File: src/fmo_pkg.sv
// Shared constants, status codes and types for the FIFO mutex with owner check.
package fmo_pkg;

    localparam int QUEUE_DEPTH = 16;
    localparam int ID_WIDTH    = 8;

    localparam int FIELD_W = 8;
    localparam int IDW     = (ID_WIDTH < FIELD_W) ? ID_WIDTH : FIELD_W;
    localparam int IDX_W   = $clog2(QUEUE_DEPTH);
    localparam int CNT_W   = $clog2(QUEUE_DEPTH + 1);

    localparam logic MODE_ACQUIRE = 1'b0;
    localparam logic MODE_RELEASE = 1'b1;

    localparam logic [2:0] ST_GRANTED = 3'd0;
    localparam logic [2:0] ST_QUEUED  = 3'd1;
    localparam logic [2:0] ST_FULL    = 3'd2;
    localparam logic [2:0] ST_FREED   = 3'd3;
    localparam logic [2:0] ST_HANDOFF = 3'd4;
    localparam logic [2:0] ST_INVALID = 3'd5;

    typedef struct packed {
        logic [IDW-1:0] net;
        logic [IDW-1:0] mbx;
    } entry_t;

    typedef struct packed {
        logic   push;
        logic   pop;
        entry_t data;
    } chain_ctrl_t;

endpackage

File: src/fmo_cell.sv
// One waiter cell: holds a single queue entry and takes its neighbor's entry on a pop.
module fmo_cell (
    input  logic               clk,
    input  fmo_pkg::chain_ctrl_t ctrl,
    input  logic               sel,
    input  fmo_pkg::entry_t    shift_in,
    output fmo_pkg::entry_t    data
);

    fmo_pkg::entry_t data_reg;

    always_ff @(posedge clk)
    begin
        if (ctrl.pop)
        begin
            data_reg <= shift_in;
        end
        else if (ctrl.push && sel)
        begin
            data_reg <= ctrl.data;
        end
    end

    assign data = data_reg;

endmodule

File: src/fmo_waiter_chain.sv
// Row of waiter cells forming a shifting first-in first-out queue with the oldest waiter at cell 0.
module fmo_waiter_chain (
    input  logic                      clk,
    input  fmo_pkg::chain_ctrl_t      ctrl,
    input  logic [fmo_pkg::IDX_W-1:0] push_idx,
    output fmo_pkg::entry_t           head
);

    fmo_pkg::entry_t link [0:fmo_pkg::QUEUE_DEPTH];

    assign link[fmo_pkg::QUEUE_DEPTH] = '0;

    genvar i;
    generate
        for (i = 0; i < fmo_pkg::QUEUE_DEPTH; i++)
        begin : g_cell
            fmo_cell u_cell (
                .clk      (clk),
                .ctrl     (ctrl),
                .sel      (push_idx == fmo_pkg::IDX_W'(i)),
                .shift_in (link[i+1]),
                .data     (link[i])
            );
        end
    endgenerate

    assign head = link[0];

endmodule

File: src/fifo_mutex_with_owner_check.sv
// Top level of the FIFO mutex: owner registers, waiter count, cell chain and result register.
// The block takes one transaction per clock cycle while its result register is empty or being
// taken, and returns the result in the cycle after acceptance, held in an output register until
// taken; a new request is accepted while the result is being taken in the same cycle. Each
// request updates the owner registers and one end of the waiter chain only. Waiters sit in a row
// of cells with the oldest at the front; a handoff shifts the whole row by one. No clearing pass
// is needed after reset.
module fifo_mutex_with_owner_check (
    input  logic       clk,
    input  logic       rst_n,
    input  logic       in_valid,
    output logic       in_ready,
    input  logic       mode,
    input  logic [7:0] requester_network,
    input  logic [7:0] requester_mailbox,
    output logic       out_valid,
    input  logic       out_ready,
    output logic [2:0] status,
    output logic       owner_valid,
    output logic [7:0] new_owner_network,
    output logic [7:0] new_owner_mailbox,
    output logic       lock_busy
);

    logic                      busy_reg, busy_next;
    fmo_pkg::entry_t           owner_reg, owner_next;
    logic [fmo_pkg::CNT_W-1:0] count_reg, count_next;
    logic                      out_valid_reg;
    logic [2:0]                status_reg, status_next;
    logic                      owner_valid_reg, owner_valid_next;
    fmo_pkg::entry_t           res_owner_reg, res_owner_next;

    fmo_pkg::entry_t           req;
    fmo_pkg::entry_t           head;
    fmo_pkg::chain_ctrl_t      ctrl;
    logic                      accept;
    logic                      full;
    logic                      empty;

    assign in_ready = !out_valid_reg || out_ready;
    assign accept   = in_valid && in_ready;
    assign req.net  = requester_network[fmo_pkg::IDW-1:0];
    assign req.mbx  = requester_mailbox[fmo_pkg::IDW-1:0];
    assign full     = (count_reg == fmo_pkg::CNT_W'(fmo_pkg::QUEUE_DEPTH));
    assign empty    = (count_reg == '0);

    always_comb
    begin
        busy_next        = busy_reg;
        owner_next       = owner_reg;
        count_next       = count_reg;
        status_next      = fmo_pkg::ST_INVALID;
        owner_valid_next = 1'b0;
        res_owner_next   = '0;
        ctrl.push        = 1'b0;
        ctrl.pop         = 1'b0;
        ctrl.data        = req;
        if (mode == fmo_pkg::MODE_ACQUIRE)
        begin
            if (!busy_reg)
            begin
                busy_next        = 1'b1;
                owner_next       = req;
                status_next      = fmo_pkg::ST_GRANTED;
                owner_valid_next = 1'b1;
                res_owner_next   = req;
            end
            else if (full)
            begin
                status_next = fmo_pkg::ST_FULL;
            end
            else
            begin
                ctrl.push   = accept;
                count_next  = count_reg + 1'b1;
                status_next = fmo_pkg::ST_QUEUED;
            end
        end
        else if (req == owner_reg)
        begin
            if (empty)
            begin
                busy_next   = 1'b0;
                status_next = fmo_pkg::ST_FREED;
            end
            else
            begin
                ctrl.pop         = accept;
                owner_next       = head;
                count_next       = count_reg - 1'b1;
                busy_next        = 1'b1;
                status_next      = fmo_pkg::ST_HANDOFF;
                owner_valid_next = 1'b1;
                res_owner_next   = head;
            end
        end
    end

    fmo_waiter_chain u_chain (
        .clk      (clk),
        .ctrl     (ctrl),
        .push_idx (count_reg[fmo_pkg::IDX_W-1:0]),
        .head     (head)
    );

    always_ff @(posedge clk or negedge rst_n)
    begin
        if (!rst_n)
        begin
            busy_reg      <= 1'b0;
            owner_reg     <= '0;
            count_reg     <= '0;
            out_valid_reg <= 1'b0;
        end
        else
        begin
            if (accept)
            begin
                busy_reg  <= busy_next;
                owner_reg <= owner_next;
                count_reg <= count_next;
            end
            if (accept)
            begin
                out_valid_reg <= 1'b1;
            end
            else if (out_ready)
            begin
                out_valid_reg <= 1'b0;
            end
        end
    end

    always_ff @(posedge clk)
    begin
        if (accept)
        begin
            status_reg      <= status_next;
            owner_valid_reg <= owner_valid_next;
            res_owner_reg   <= res_owner_next;
        end
    end

    assign out_valid         = out_valid_reg;
    assign status            = status_reg;
    assign owner_valid       = owner_valid_reg;
    assign new_owner_network = fmo_pkg::FIELD_W'(res_owner_reg.net);
    assign new_owner_mailbox = fmo_pkg::FIELD_W'(res_owner_reg.mbx);
    assign lock_busy         = busy_reg;

endmodule

File: config.mk
export PLATFORM = sky130hd
export DESIGN_NAME = fifo_mutex_with_owner_check
export DESIGN_NICKNAME = d
export VERILOG_FILES = /design/src/fmo_pkg.sv /design/src/fmo_cell.sv /design/src/fmo_waiter_chain.sv /design/src/fifo_mutex_with_owner_check.sv
export SDC_FILE = /design/constraint.sdc
export NUM_CORES = 1
export LEC_CHECK = 0
export BUFFER_PORTS_ARGS = -buffer_cell sky130_fd_sc_hd__buf_2
export CELL_PAD_IN_SITES_DETAIL_PLACEMENT = 0
export CELL_PAD_IN_SITES_GLOBAL_PLACEMENT = 1
export CORE_MARGIN = 2
export CORE_UTILIZATION = 47
export DETAILED_ROUTE_END_ITERATION = 8
export PLACE_DENSITY = 0.82
export SYNTH_ARGS = -nofsm -noshare
export SYNTH_HDL_FRONTEND = slang
export SYNTH_SLANG_ARGS = --single-unit
File: constraint.sdc
create_clock -name clk -period 2.87 [get_ports clk]
set_clock_uncertainty 0.05 [all_clocks]
set_input_delay 0.4305 -clock clk [delete_from_list [all_inputs] [get_ports clk]]
set_output_delay 0.4305 -clock clk [all_outputs]
set_load 0.01 [all_outputs]
==> results.txt, run 1 <==
----------------------------------------------------
[Outcome]
  Result of the run ... complete, no violations

[Logic synthesis]
  Synth area leader ... edfxtp_1
  Mean Syn Cell Area ... 15.0 sq um
  Simple-gate share of the synthesized area ... 0.0350
  Post-synthesis sequential area ratio ... 0.691
  Xor/xnor share of the synthesized area ... 0.0125
  Yosys top cell area share ... 0.619
  Number of nets in the synthesized netlist ... 868
  Multiplexer fraction of the synthesized cell area ... 0.0135
  Main combinational cell family by area after synthesis ... compound AO/OA/AOI/OAI gates
  Adder-cell share of the synthesized area ... 0.00457
  Most area-consuming cells after synthesis ... edfxtp_1 62%, a21o_1 15%, dfrtp_1 4.6%
  Cell variety after synth ... 46
  Netlist Area Pre-Place ... 0.0126 sq mm
  Flip-flop and latch count after synthesis ... 299
  Number of warning messages in the yosys log ... 0
  Count of mapped cells out of synthesis ... 843
  Synth Area in Compound Gates ... 0.210

[Power and ir drop]
  Power density normalized to cell area ... 706 mW/mm^2
  Static leakage ... 6.15 nW
  Tot Pwr ... 10.3 mW
  Largest vdd supply drop ... 565 uV

[Drt]
  Iter 0 DRT Violations ... 609
  Metal3 WL ... 1590 um
  Met1 wire length ... 13000 um
  Detail Route Antenna Nets ... 0
  Count of unresolved DRC violations after routing ... 0
  Met2 WL post-DR ... 13200 um
  Number of search-and-repair iterations in the first detailed-routing pass ... 5
  Wirelength per Cell ... 22.3 um
  Highest Signal Layer ... met4
  Total vias in the final route ... 7418
  Total Wirelength ... 28200 um
  Via-to-Cell Ratio ... 5.85

[Worst setup path]
  Cell-by-cell listing of the critical path ... nor2b_1, inv_1, nand2_1, nor3_2, nand2_1, o21ai_1, buf_4
  Sort of element at the end of the critical path ... flop
  Top cell by count, worst path ... nand2_1
  Family of cells with the greatest summed delay on the critical path ... simple AND/OR/NAND/NOR gates
  Worst-path fanout max ... 13
  Critical path class ... reg -> reg
  Delay of the slowest cell on the worst path ... 0.39 ns
  Critical Path RT ... 3.05 ns
  Count of buffering cells on the critical path with inverters included ... 2
  Critical Path Slowest Stage Cell ... nand2_1
  Data arrival time of the critical path ... 2.75 ns
  Critical Path Start Type ... flop

[Timing]
  Number of failing setup endpoints in the final timing report ... 0
  Post-Route Hold Slack ... 0.135 ns
  Fin crit period ... 2.56 ns
  Max-slew violations ... 0
  Final Hold Vio Count ... 0
  Max Freq ... 390 MHz
  Worst-margin pin slew ... 1.23 ns
  Relative slew margins ... 0.176
  Portion of the clock cycle consumed by the worst path in the final layout ... 0.894
  Unrepaired setup endpoints after global routing ... no
  Setup TNS ... 0 ns

[Final layout]
  Max reg flops ... 256
  Antenna diodes ... 0
  Layout cells sized above 1 ... 0.191
  Area Growth Syn to Fin ... 15.7%
  Post-Layout Cell Count ... 1269
  Final nets ... 937
  Utilization after layout ... 0.557

[Floorplan]
  Starting Density ... 0.481
  # rows ... 59
  Height of the die ... 168 um
  Die outline area ... 0.0281 sq mm
  X dimension of the die ... 168 um
  Count of boundary I/O pins ... 44
  Area of the placeable core ... 0.0262 sq mm

[CTS]
  Clock root cell ... clkbuf_16
  CTS tree ... done
  Hold bufs inserted after CTS ... 1
  Number of buffers inserted to repair setup after CTS ... 0
  CTS HTree Levels ... 1
  # clock sinks ... 299
  Worst-path clk slew ... 0.06 ns
  Insertion delay of the later-clocked pin in the worst-skew pair ... 0.54 ns
  Clk buf depth ... 3
  Gates resized, CTS repair ... 0
  TritonCTS Buffers ... 29

[Global route]
  Global route overflow ... 0
  First-pass GRT wire length ... 43500 um
  Pin count of the biggest net entering global routing ... 64
  Number of antenna violations at the first check in global routing ... 0
  Number of global-route vias before repair ... 7219
  Tot GR Track Use ... 0.203

[Job]
  Max-cap viol count ... 0

[Placement]
  Total instance count after detailed placement ... 1215
  Post-DP HPWL ... 17600 um
  RePlAce Congestion ... 0.819
  Number of port buffers ... 43

[Min path]
  Hold WC Path Type ... in -> reg

----------------------------------------------------
worst min-delay path, stage by stage:
cell	delay (ns)
buf_2	0.13
inv_1	0.07
nand2_1	0.06
cell usage after synthesis, drive strengths merged:
cell type / count
nand4: 5
nor4: 2
a21boi: 16
inv: 8
or2: 2
o211ai: 1
nor3: 3
nand3b: 1
a21o: 244
or4: 1
o21a: 1
o32a: 1
and3: 2
a22o: 16
nor3b: 1
fa: 1
dfxtp: 16
edfxtp: 260
nor2: 23
xor2: 1
a2bb2oi: 1
xnor2: 17
nor4b: 1
o311ai: 1
nand3: 5
o21ai: 17
dfrtp: 23
a311o: 1
a221o: 17
nor2b: 2
and2: 1
nand2: 41
clkbuf: 18
a21oi: 22
o2bb2ai: 2
ha: 3
mux2i: 17
nand2b: 1
buf: 47
a22oi: 1
through the flow:
stage               setup WS [ns]  cell area (sq um)
CTS                         0.317              14600
global route                0.156              14600
finish                      0.305              14600
global placement            0.210              13600
detailed placement          0.196              13600
floorplan                  -0.138              12600
routing by layer:
layer  track usage  vias to the layer above
met5             0                        -
met4        0.0476                        0
met3        0.0314                       38
met2         0.321                      208
met1         0.299                     3813
li1              -                     3359
worst paths after layout:
check / startpoint / endpoint / slack (ns) / cells past startpoint
worst max-delay path: out_valid$_DFFE_PN0P_ / u_chain.g_cell[13].u_cell.data[14]$_DFFE_PP_ / 0.31 / 7
worst min-delay path: in_valid / out_valid$_DFFE_PN0P_ / 0.13 / 3
worst max register to register: out_valid$_DFFE_PN0P_ / u_chain.g_cell[13].u_cell.data[14]$_DFFE_PP_ / 0.31 / 7
worst min register to register: u_chain.g_cell[15].u_cell.data[9]$_SDFFE_PN0P_ / u_chain.g_cell[15].u_cell.data[9]$_SDFFE_PN0P_ / 0.45 / 2
max in group asynchronous: rst_n / owner_reg[6]$_DFFE_PN0P_ / 2.02 / 2
min in group asynchronous: rst_n / owner_reg[9]$_DFFE_PN0P_ / 0.36 / 2
cells by family after synthesis:
| group | count (synthesis) |
|---|---|
| simple gates | 91 |
| xor+xnor | 18 |
| fa+ha+maj | 4 |
| compound gates | 341 |
| mux | 17 |
| buf+inv | 73 |
| flops | 299 |
layout make-up:
class / count / area, sq um
fill: 2092 / 11600
clock inverter: 10 / 124
timing repair buffer: 103 / 931
inverter: 8 / 30.0
clock buffer: 43 / 858
multi-input combinational: 471 / 3520
tap: 335 / 419
sequential: 299 / 8700
cells in the final DEF, fill, tap and decap left out, types with 2 or more instances in the layout:
cell	instances
edfxtp_1	260
a21o_1	244
buf_2	43
nand2_1	41
buf_4	38
clkbuf_16	29
dfrtp_1	23
a21oi_1	22
nor2_1	22
buf_12	21
xnor2_1	17
a221o_1	17
mux2i_1	17
a22o_1	16
dfxtp_1	16
a21boi_2	9
o21ai_1	9
inv_1	8
clkbuf_8	8
a21boi_4	7
o21ai_2	6
clkbuf_1	6
nand4_1	5
nand3_1	5
ha_1	3
bufinv_16	3
clkinv_1	3
clkinv_2	3
nor2b_1	2
nor3_2	2
or2_2	2
and3_1	2
o21ai_0	2
o2bb2ai_1	2
report_power, final:
group	total, mW	internal [mW]	leakage [nW]	switching, mW
Sequential	5.22	4.99	2.73	0.231
Combinational	1.18	0.542	2.94	0.635
Clock	3.90	2.32	0.481	1.58
Total	10.3	7.85	6.15	2.45
Power figures use the tool's default switching activity.
==> inputs of run 2 (changes only) <==
--- a/config.mk
+++ b/config.mk
@@ -9,9 +9,10 @@
 export CELL_PAD_IN_SITES_DETAIL_PLACEMENT = 0
 export CELL_PAD_IN_SITES_GLOBAL_PLACEMENT = 1
 export CORE_MARGIN = 2
-export CORE_UTILIZATION = 47
+export CORE_UTILIZATION = 49
 export DETAILED_ROUTE_END_ITERATION = 8
-export PLACE_DENSITY = 0.82
+export PLACE_DENSITY = 0.83
 export SYNTH_ARGS = -nofsm -noshare
 export SYNTH_HDL_FRONTEND = slang
+export SYNTH_HIERARCHICAL = 1
 export SYNTH_SLANG_ARGS = --single-unit
==> run 2 against run 1 <==
Worst hold slack worse by 0.0047 ns. Sequential cell count unchanged. Clock power up 5%. Combinational power down 24%. Routed wire length down 0.91%. Largest power group unchanged. Register-to-register slack worse by 0.16 ns.
==> results.txt, run 2 <==
----------------------------------------------------
[Logic synthesis]
  Synth area leader ... edfxtp_1
  Most area-consuming cells after synthesis ... edfxtp_1 56%, mux2_4 15%, mux2_2 9.7%
  Flip-flop and latch count after synthesis ... 299
  Netlist Area Pre-Place ... 0.0148 sq mm
  Yosys top cell area share ... 0.558
  Count of mapped cells out of synthesis ... 869
  Most frequent cell after synthesis ... edfxtp_1
  Share of flip-flops with an asynchronous set or reset after synthesis ... 0.0769
  Mean Syn Cell Area ... 17.1 sq um
  Most used flip-flop cell after synthesis ... edfxtp_1
  Post-synthesis sequential area ratio ... 0.597
  Cell variety after synth ... 54
  Synth top cells by count ... 276 x edfxtp_1, 144 x mux2_4, 128 x mux2_2
  Number of warning messages in the yosys log ... 6
  Number of flops mapped to enable cells by yosys ... 276

[Final layout]
  Highest-count cells in the layout ignoring fill and taps ... 276 x edfxtp_1, 144 x mux2_4, 128 x mux2_2
  Antenna diodes ... 0
  Area Growth Syn to Fin ... 14.7%
  Final nets ... 1008
  Layout cells sized above 1 ... 0.471
  Final std cell area, no fill ... 0.0170 sq mm
  Most common cell after layout, fill and taps aside ... edfxtp_1
  Max reg flops ... 256
  Utilization after layout ... 0.573
  Number of filler instances in the final layout ... 2286

[Floorplan]
  Area of the placeable core ... 0.0297 sq mm
  Die outline area ... 0.0317 sq mm
  Starting Density ... 0.500
  Height of the die ... 178 um
  Count of boundary I/O pins ... 44
  X dimension of the die ... 178 um
  # rows ... 63

[Worst setup path]
  Critical Path Slowest Stage Cell ... dfrtp_1
  Worst-path fanout max ... 20
  Delay of the slowest cell on the worst path ... 0.44 ns
  Sort of element at the end of the critical path ... flop
  Critical Path RT ... 3.07 ns
  Count of buffering cells on the critical path with inverters included ... 2
  Top cell by count, worst path ... buf_12
  Data arrival time of the critical path ... 2.93 ns
  Cell-by-cell listing of the critical path ... xor2_1, nor4_1, nand4_1, nor3_4, buf_12, buf_12, mux2_4
  Critical path class ... reg -> reg
  Family of cells with the greatest summed delay on the critical path ... simple AND/OR/NAND/NOR gates
  Critical Path Start Type ... flop

[Timing]
  Max Freq ... 366 MHz
  Post-Route Hold Slack ... 0.130 ns
  Max-slew violations ... 0
  Unrepaired setup endpoints after global routing ... no
  Final Hold Vio Count ... 0
  Worst-margin pin slew ... 1.04 ns
  Fin crit period ... 2.73 ns
  Portion of the clock cycle consumed by the worst path in the final layout ... 0.951
  Relative slew margins ... 0.301
  Number of failing setup endpoints in the final timing report ... 0

[CTS]
  CTS tree ... done
  Gates resized, CTS repair ... 0
  Hold bufs inserted after CTS ... 1
  TritonCTS Buffers ... 34
  Clock root cell ... clkbuf_16
  Number of buffers inserted to repair setup after CTS ... 0
  CTS HTree Levels ... 2
  Worst-path clk slew ... 0.06 ns
  # clock sinks ... 299
  Insertion delay of the later-clocked pin in the worst-skew pair ... 0.51 ns
  Clk buf depth ... 3

[Job]
  Max-cap viol count ... 0

[Placement]
  Number of port buffers ... 43
  RePlAce Congestion ... 0.758
  Post-DP HPWL ... 18000 um
  Cell area after placement ... 0.0160 sq mm

[Drt]
  Wirelength per Cell ... 20.0 um
  Count of unresolved DRC violations after routing ... 0
  Total Wirelength ... 28000 um
  Number of search-and-repair iterations in the first detailed-routing pass ... 5
  Total vias in the final route ... 7787
  Detail Route Antenna Nets ... 0
  Iter 0 DRT Violations ... 628
  Via-to-Cell Ratio ... 5.57

[Global route]
  First-pass GRT wire length ... 45200 um
  Tot GR Track Use ... 0.183
  Number of global-route vias before repair ... 7993
  Number of antenna violations at the first check in global routing ... 0
  Global route overflow ... 0
  Pin count of the biggest net entering global routing ... 36

[Power and ir drop]
  Power density normalized to cell area ... 580 mW/mm^2
  Static leakage ... 6.08 nW
  Largest vdd supply drop ... 489 uV
  Tot Pwr ... 9.87 mW

[Outcome]
  Result of the run ... complete, no violations

[Min path]
  Hold WC Path Type ... in -> reg

----------------------------------------------------
## run 2: cell types whose count changed after synthesis, sizes merged, moves of 16 or more
cell	previous run	this run
mux2	0	272
a21o	244	17
nor2	23	4
nor4b	1	20
xnor2	17	0
xor2	1	18
a211oi	0	16
a21boi	16	0
dfxtp	16	0
edfxtp	260	276
mux2i	17	1
o2111ai	0	16
## run 2: area by class of cell
class                           instances  area, sq um  share of cell area
Sequential cell                       299         8860               0.521
Multi-Input combinational cell        516         5390               0.317
Tap cell                              390          488              0.0287
Clock inverter                         17          153             0.00897
Timing Repair Buffer                  126         1200              0.0707
Inverter                                6         22.5             0.00132
Clock buffer                           45          902              0.0530
## run 2: power breakdown
part | total (mW) | internal (mW) | switching (mW)
Clock | 4.09 | 2.41 | 1.68
Combinational | 0.899 | 0.424 | 0.476
Sequential | 4.89 | 4.84 | 0.0495
## run 2: path summary, 6_finish.rpt
path / depth (start not counted) / startpoint / endpoint / slack [ns]
setup / recovery: 7 / owner_reg[7]$_DFFE_PN0P_ / u_chain/g_cell[11].u_cell/data[9]$_DFFE_PP_ / 0.14
hold / removal: 2 / in_valid / out_valid$_DFFE_PN0P_ / 0.13
setup reg to reg: 7 / owner_reg[7]$_DFFE_PN0P_ / u_chain/g_cell[11].u_cell/data[9]$_DFFE_PP_ / 0.14
hold reg to reg: 1 / u_chain/g_cell[5].u_cell/data[12]$_DFFE_PP_ / u_chain/g_cell[4].u_cell/data[12]$_DFFE_PP_ / 0.48
max in group asynchronous: 2 / rst_n / owner_reg[9]$_DFFE_PN0P_ / 1.89
min in group asynchronous: 2 / rst_n / owner_reg[7]$_DFFE_PN0P_ / 0.46
## run 2: through the flow
step / worst slack [ns] / cells / setup TNS (ns)
5_1_grt: 0.0120 / 1399 / 0
6_report: 0.141 / 1399 / 0
3_3_place_gp: 0.0791 / 1336 / 0
4_1_cts: 0.179 / 1399 / 0
3_5_place_dp: 0.0958 / 1336 / 0
2_1_floorplan: -0.0364 / 884 / -9.32
## run 2: kinds of logic (layout without fill, tap and decap cells)
family                     Yosys count  in the layout  synth area share
and+or+nand+nor                    116            116            0.0509
DFF                                299            299             0.597
AOI/OAI and AO/OA                   89             89            0.0496
muxes                              273            273             0.243
xor gates and xnor gates            18             18            0.0106
buffers and inverters               69            194            0.0442
adders and majority gates            4              4           0.00388
other                                1             16          0.000253
## run 2: per-layer routing
layer | track usage | vias up | wire (um) | share of wire
li1 | - | 3642 | - | -
met1 | 0.266 | 3956 | 13300 | 0.48
met2 | 0.292 | 157 | 13200 | 0.47
met3 | 0.0262 | 32 | 1100 | 0.039
met4 | 0.0417 | 0 | 404 | 0.014
met5 | 0 | - | 0 | 0
==> inputs of run 3 (changes only) <==
--- a/config.mk
+++ b/config.mk
@@ -11,7 +11,8 @@
 export CORE_MARGIN = 2
 export CORE_UTILIZATION = 49
 export DETAILED_ROUTE_END_ITERATION = 8
-export PLACE_DENSITY = 0.83
+export MAX_ROUTING_LAYER = met4
+export PLACE_DENSITY = 0.79
 export SYNTH_ARGS = -nofsm -noshare
 export SYNTH_HDL_FRONTEND = slang
 export SYNTH_HIERARCHICAL = 1
==> run 3 against run 2 <==
Core utilization is essentially flat. Maximum frequency grew 0.80%. Worst setup slack gained 0.022 ns. Worst hold slack gained 0.0055 ns. Critical path type unchanged. Clock power grew 3%. Count of clock-buffer cells in the layout grew 4. Highest routed layer unchanged. First-iteration DRC count grew 8.0%.
==> results.txt, run 3 (same netlist as run 2, synthesis figures left out) <==
----------------------------------------------------
[CTS]
  Insertion delay of the later-clocked pin in the worst-skew pair ... 0.51 ns
  Clk buf depth ... 3
  Number of buffers inserted to repair setup after CTS ... 0
  # clock sinks ... 299
  CTS tree ... done
  Worst-path clk slew ... 0.06 ns
  TritonCTS Buffers ... 34
  Clock root cell ... clkbuf_16
  CTS HTree Levels ... 2

[Drt]
  Iter 0 DRT Violations ... 678
  Count of unresolved DRC violations after routing ... 0
  Wirelength per Cell ... 20.3 um
  Detail Route Antenna Nets ... 0
  Via-to-Cell Ratio ... 5.68
  Total Wirelength ... 28300 um
  Total vias in the final route ... 7911
  Number of search-and-repair iterations in the first detailed-routing pass ... 5

[Final layout]
  Multi-input gate area in the final layout ... 0.00540 sq mm
  Utilization after layout ... 0.573
  Number of filler instances in the final layout ... 2303
  Final std cell area, no fill ... 0.0170 sq mm
  Most common cell after layout, fill and taps aside ... edfxtp_1
  Storage element area ... 0.00886 sq mm
  Final nets ... 1003
  Max reg flops ... 256
  Area Growth Syn to Fin ... 14.7%
  Antenna diodes ... 0
  Layout cells sized above 1 ... 0.468
  Highest-count cells in the layout ignoring fill and taps ... 276 x edfxtp_1, 144 x mux2_4, 128 x mux2_2

[Floorplan]
  Starting Density ... 0.500
  # rows ... 63
  Height of the die ... 178 um
  X dimension of the die ... 178 um
  Area of the placeable core ... 0.0297 sq mm
  Die outline area ... 0.0317 sq mm
  Count of boundary I/O pins ... 44

[Worst setup path]
  Worst-path fanout max ... 14
  Sort of element at the end of the critical path ... flop
  Worst R2R End ... u_chain/g_cell[0].u_cell/data[1]$_DFFE_PP_
  Top cell by count, worst path ... buf_4
  Count of buffering cells on the critical path with inverters included ... 4
  Data arrival time of the critical path ... 2.91 ns
  Critical Path Slowest Stage Cell ... dfrtp_1
  Family of cells with the greatest summed delay on the critical path ... buffers and inverters
  Worst r2r path cells ... 9
  Worst-case register-to-register setup slack ... 0.16 ns
  Delay of the slowest cell on the worst path ... 0.41 ns
  Critical path class ... reg -> reg
  Critical Path RT ... 3.07 ns
  Startpoint of the worst register-to-register path ... owner_reg[15]$_DFFE_PN0P_
  Critical Path Start Type ... flop
  Cell-by-cell listing of the critical path ... xor2_1, nor4_2, buf_4, nand4_1, buf_4, nor3_4, buf_12, buf_4, mux2_2

[Min path]
  Min-delay src ... in_valid
  End point of the worst hold path ... out_valid$_DFFE_PN0P_
  Hold WC Path Type ... in -> reg
  Number of cells on the worst hold path ... 2

[Placement]
  Cell area after placement ... 0.0159 sq mm
  Post-DP HPWL ... 18500 um
  RePlAce Congestion ... 0.754
  Number of port buffers ... 43

[Timing]
  Number of failing setup endpoints in the final timing report ... 0
  Fin crit period ... 2.71 ns
  Worst-margin pin slew ... 1.27 ns
  Max Freq ... 369 MHz
  Max-slew violations ... 0
  Unrepaired setup endpoints after global routing ... no
  Final Hold Vio Count ... 0
  Portion of the clock cycle consumed by the worst path in the final layout ... 0.943
  Setup TNS ... 0 ns
  Relative slew margins ... 0.151

[Outcome]
  Result of the run ... complete, no violations

[Power and ir drop]
  Largest vdd supply drop ... 445 uV
  Static leakage ... 6.08 nW
  Power density normalized to cell area ... 589 mW/mm^2

[Global route]
  Pin count of the biggest net entering global routing ... 39
  Number of global-route vias before repair ... 8005
  Tot GR Track Use ... 0.190
  First-pass GRT wire length ... 45300 um
  Global route overflow ... 0
  Number of antenna violations at the first check in global routing ... 1

[Job]
  Max-cap viol count ... 0

----------------------------------------------------
==> run 3: cell types whose count changed in the layout (fill, tap and decap cells not counted), sizes merged <==
cell and change:
buf -5, clkbuf +4, inv -1, clkinv -5
==> run 3: power breakdown <==
| part | internal [mW] | total [mW] | switching [mW] |
|---|---|---|---|
| clock | 2.58 | 4.23 | 1.66 |
| combinational | 0.429 | 0.909 | 0.480 |
| sequential | 4.84 | 4.89 | 0.0479 |
==> run 3: metal layers <==
layer | routed length [um] | up-vias | GRT usage
met5 | 0 | - | -
met4 | 482 | 0 | 0.0512
met3 | 1140 | 41 | 0.0254
met2 | 13400 | 171 | 0.297
met1 | 13300 | 4058 | 0.263
li1 | - | 3641 | -
==> run 3: worst max path at each step <==
stage | from | to | cells after the start | slack, ns
6_report | owner_reg[15]$_DFFE_PN0P_ | u_chain/g_cell[0].u_cell/data[1]$_DFFE_PP_ | 9 | 0.16
5_1_grt | owner_reg[12]$_DFFE_PN0P_ | u_chain/g_cell[0].u_cell/data[1]$_DFFE_PP_ | 9 | 0.02
4_1_cts | owner_reg[15]$_DFFE_PN0P_ | u_chain/g_cell[15].u_cell/data[15]$_DFFE_PP_ | 9 | 0.14
3_5_place_dp | requester_network[4] | u_chain/g_cell[15].u_cell/data[15]$_DFFE_PP_ | 10 | -0.02
3_3_place_gp | requester_network[4] | u_chain/g_cell[12].u_cell/data[15]$_DFFE_PP_ | 10 | 0.003
2_1_floorplan | requester_network[1] | u_chain/g_cell[0].u_cell/data[0]$_DFFE_PP_ | 8 | -0.04
==> run 3: repair_timing <==
item / 4_1_cts / 5_1_grt
hold buffers: 1 / 0
endpoints found under the hold margin: 23 / 0
setup endpoints to repair: 0 / 41
resized for setup: 0 / 2
==> run 3: area by class of cell <==
cell class / count / share of cell area
clock buffer: 49 / 0.0582
clock inverter: 11 / 0.00610
inverter: 6 / 0.00132
multi-input combinational: 516 / 0.317
sequential: 299 / 0.521
tap: 390 / 0.0287
timing repair buffer: 121 / 0.0682
==> run 3: metrics by stage <==
stage | hold WS [ns] | instances | power, mW | worst slack (ns)
global placement | 0.448 | 1331 | 5.85 | 0.00328
floorplan | 0.0849 | 884 | 5.56 | -0.0364
CTS | 0.118 | 1392 | 10.1 | 0.136
detailed placement | 0.444 | 1331 | 5.88 | -0.0230
finish | 0.135 | 1392 | 10.0 | 0.163
global route | 0.157 | 1392 | 10.4 | 0.0194
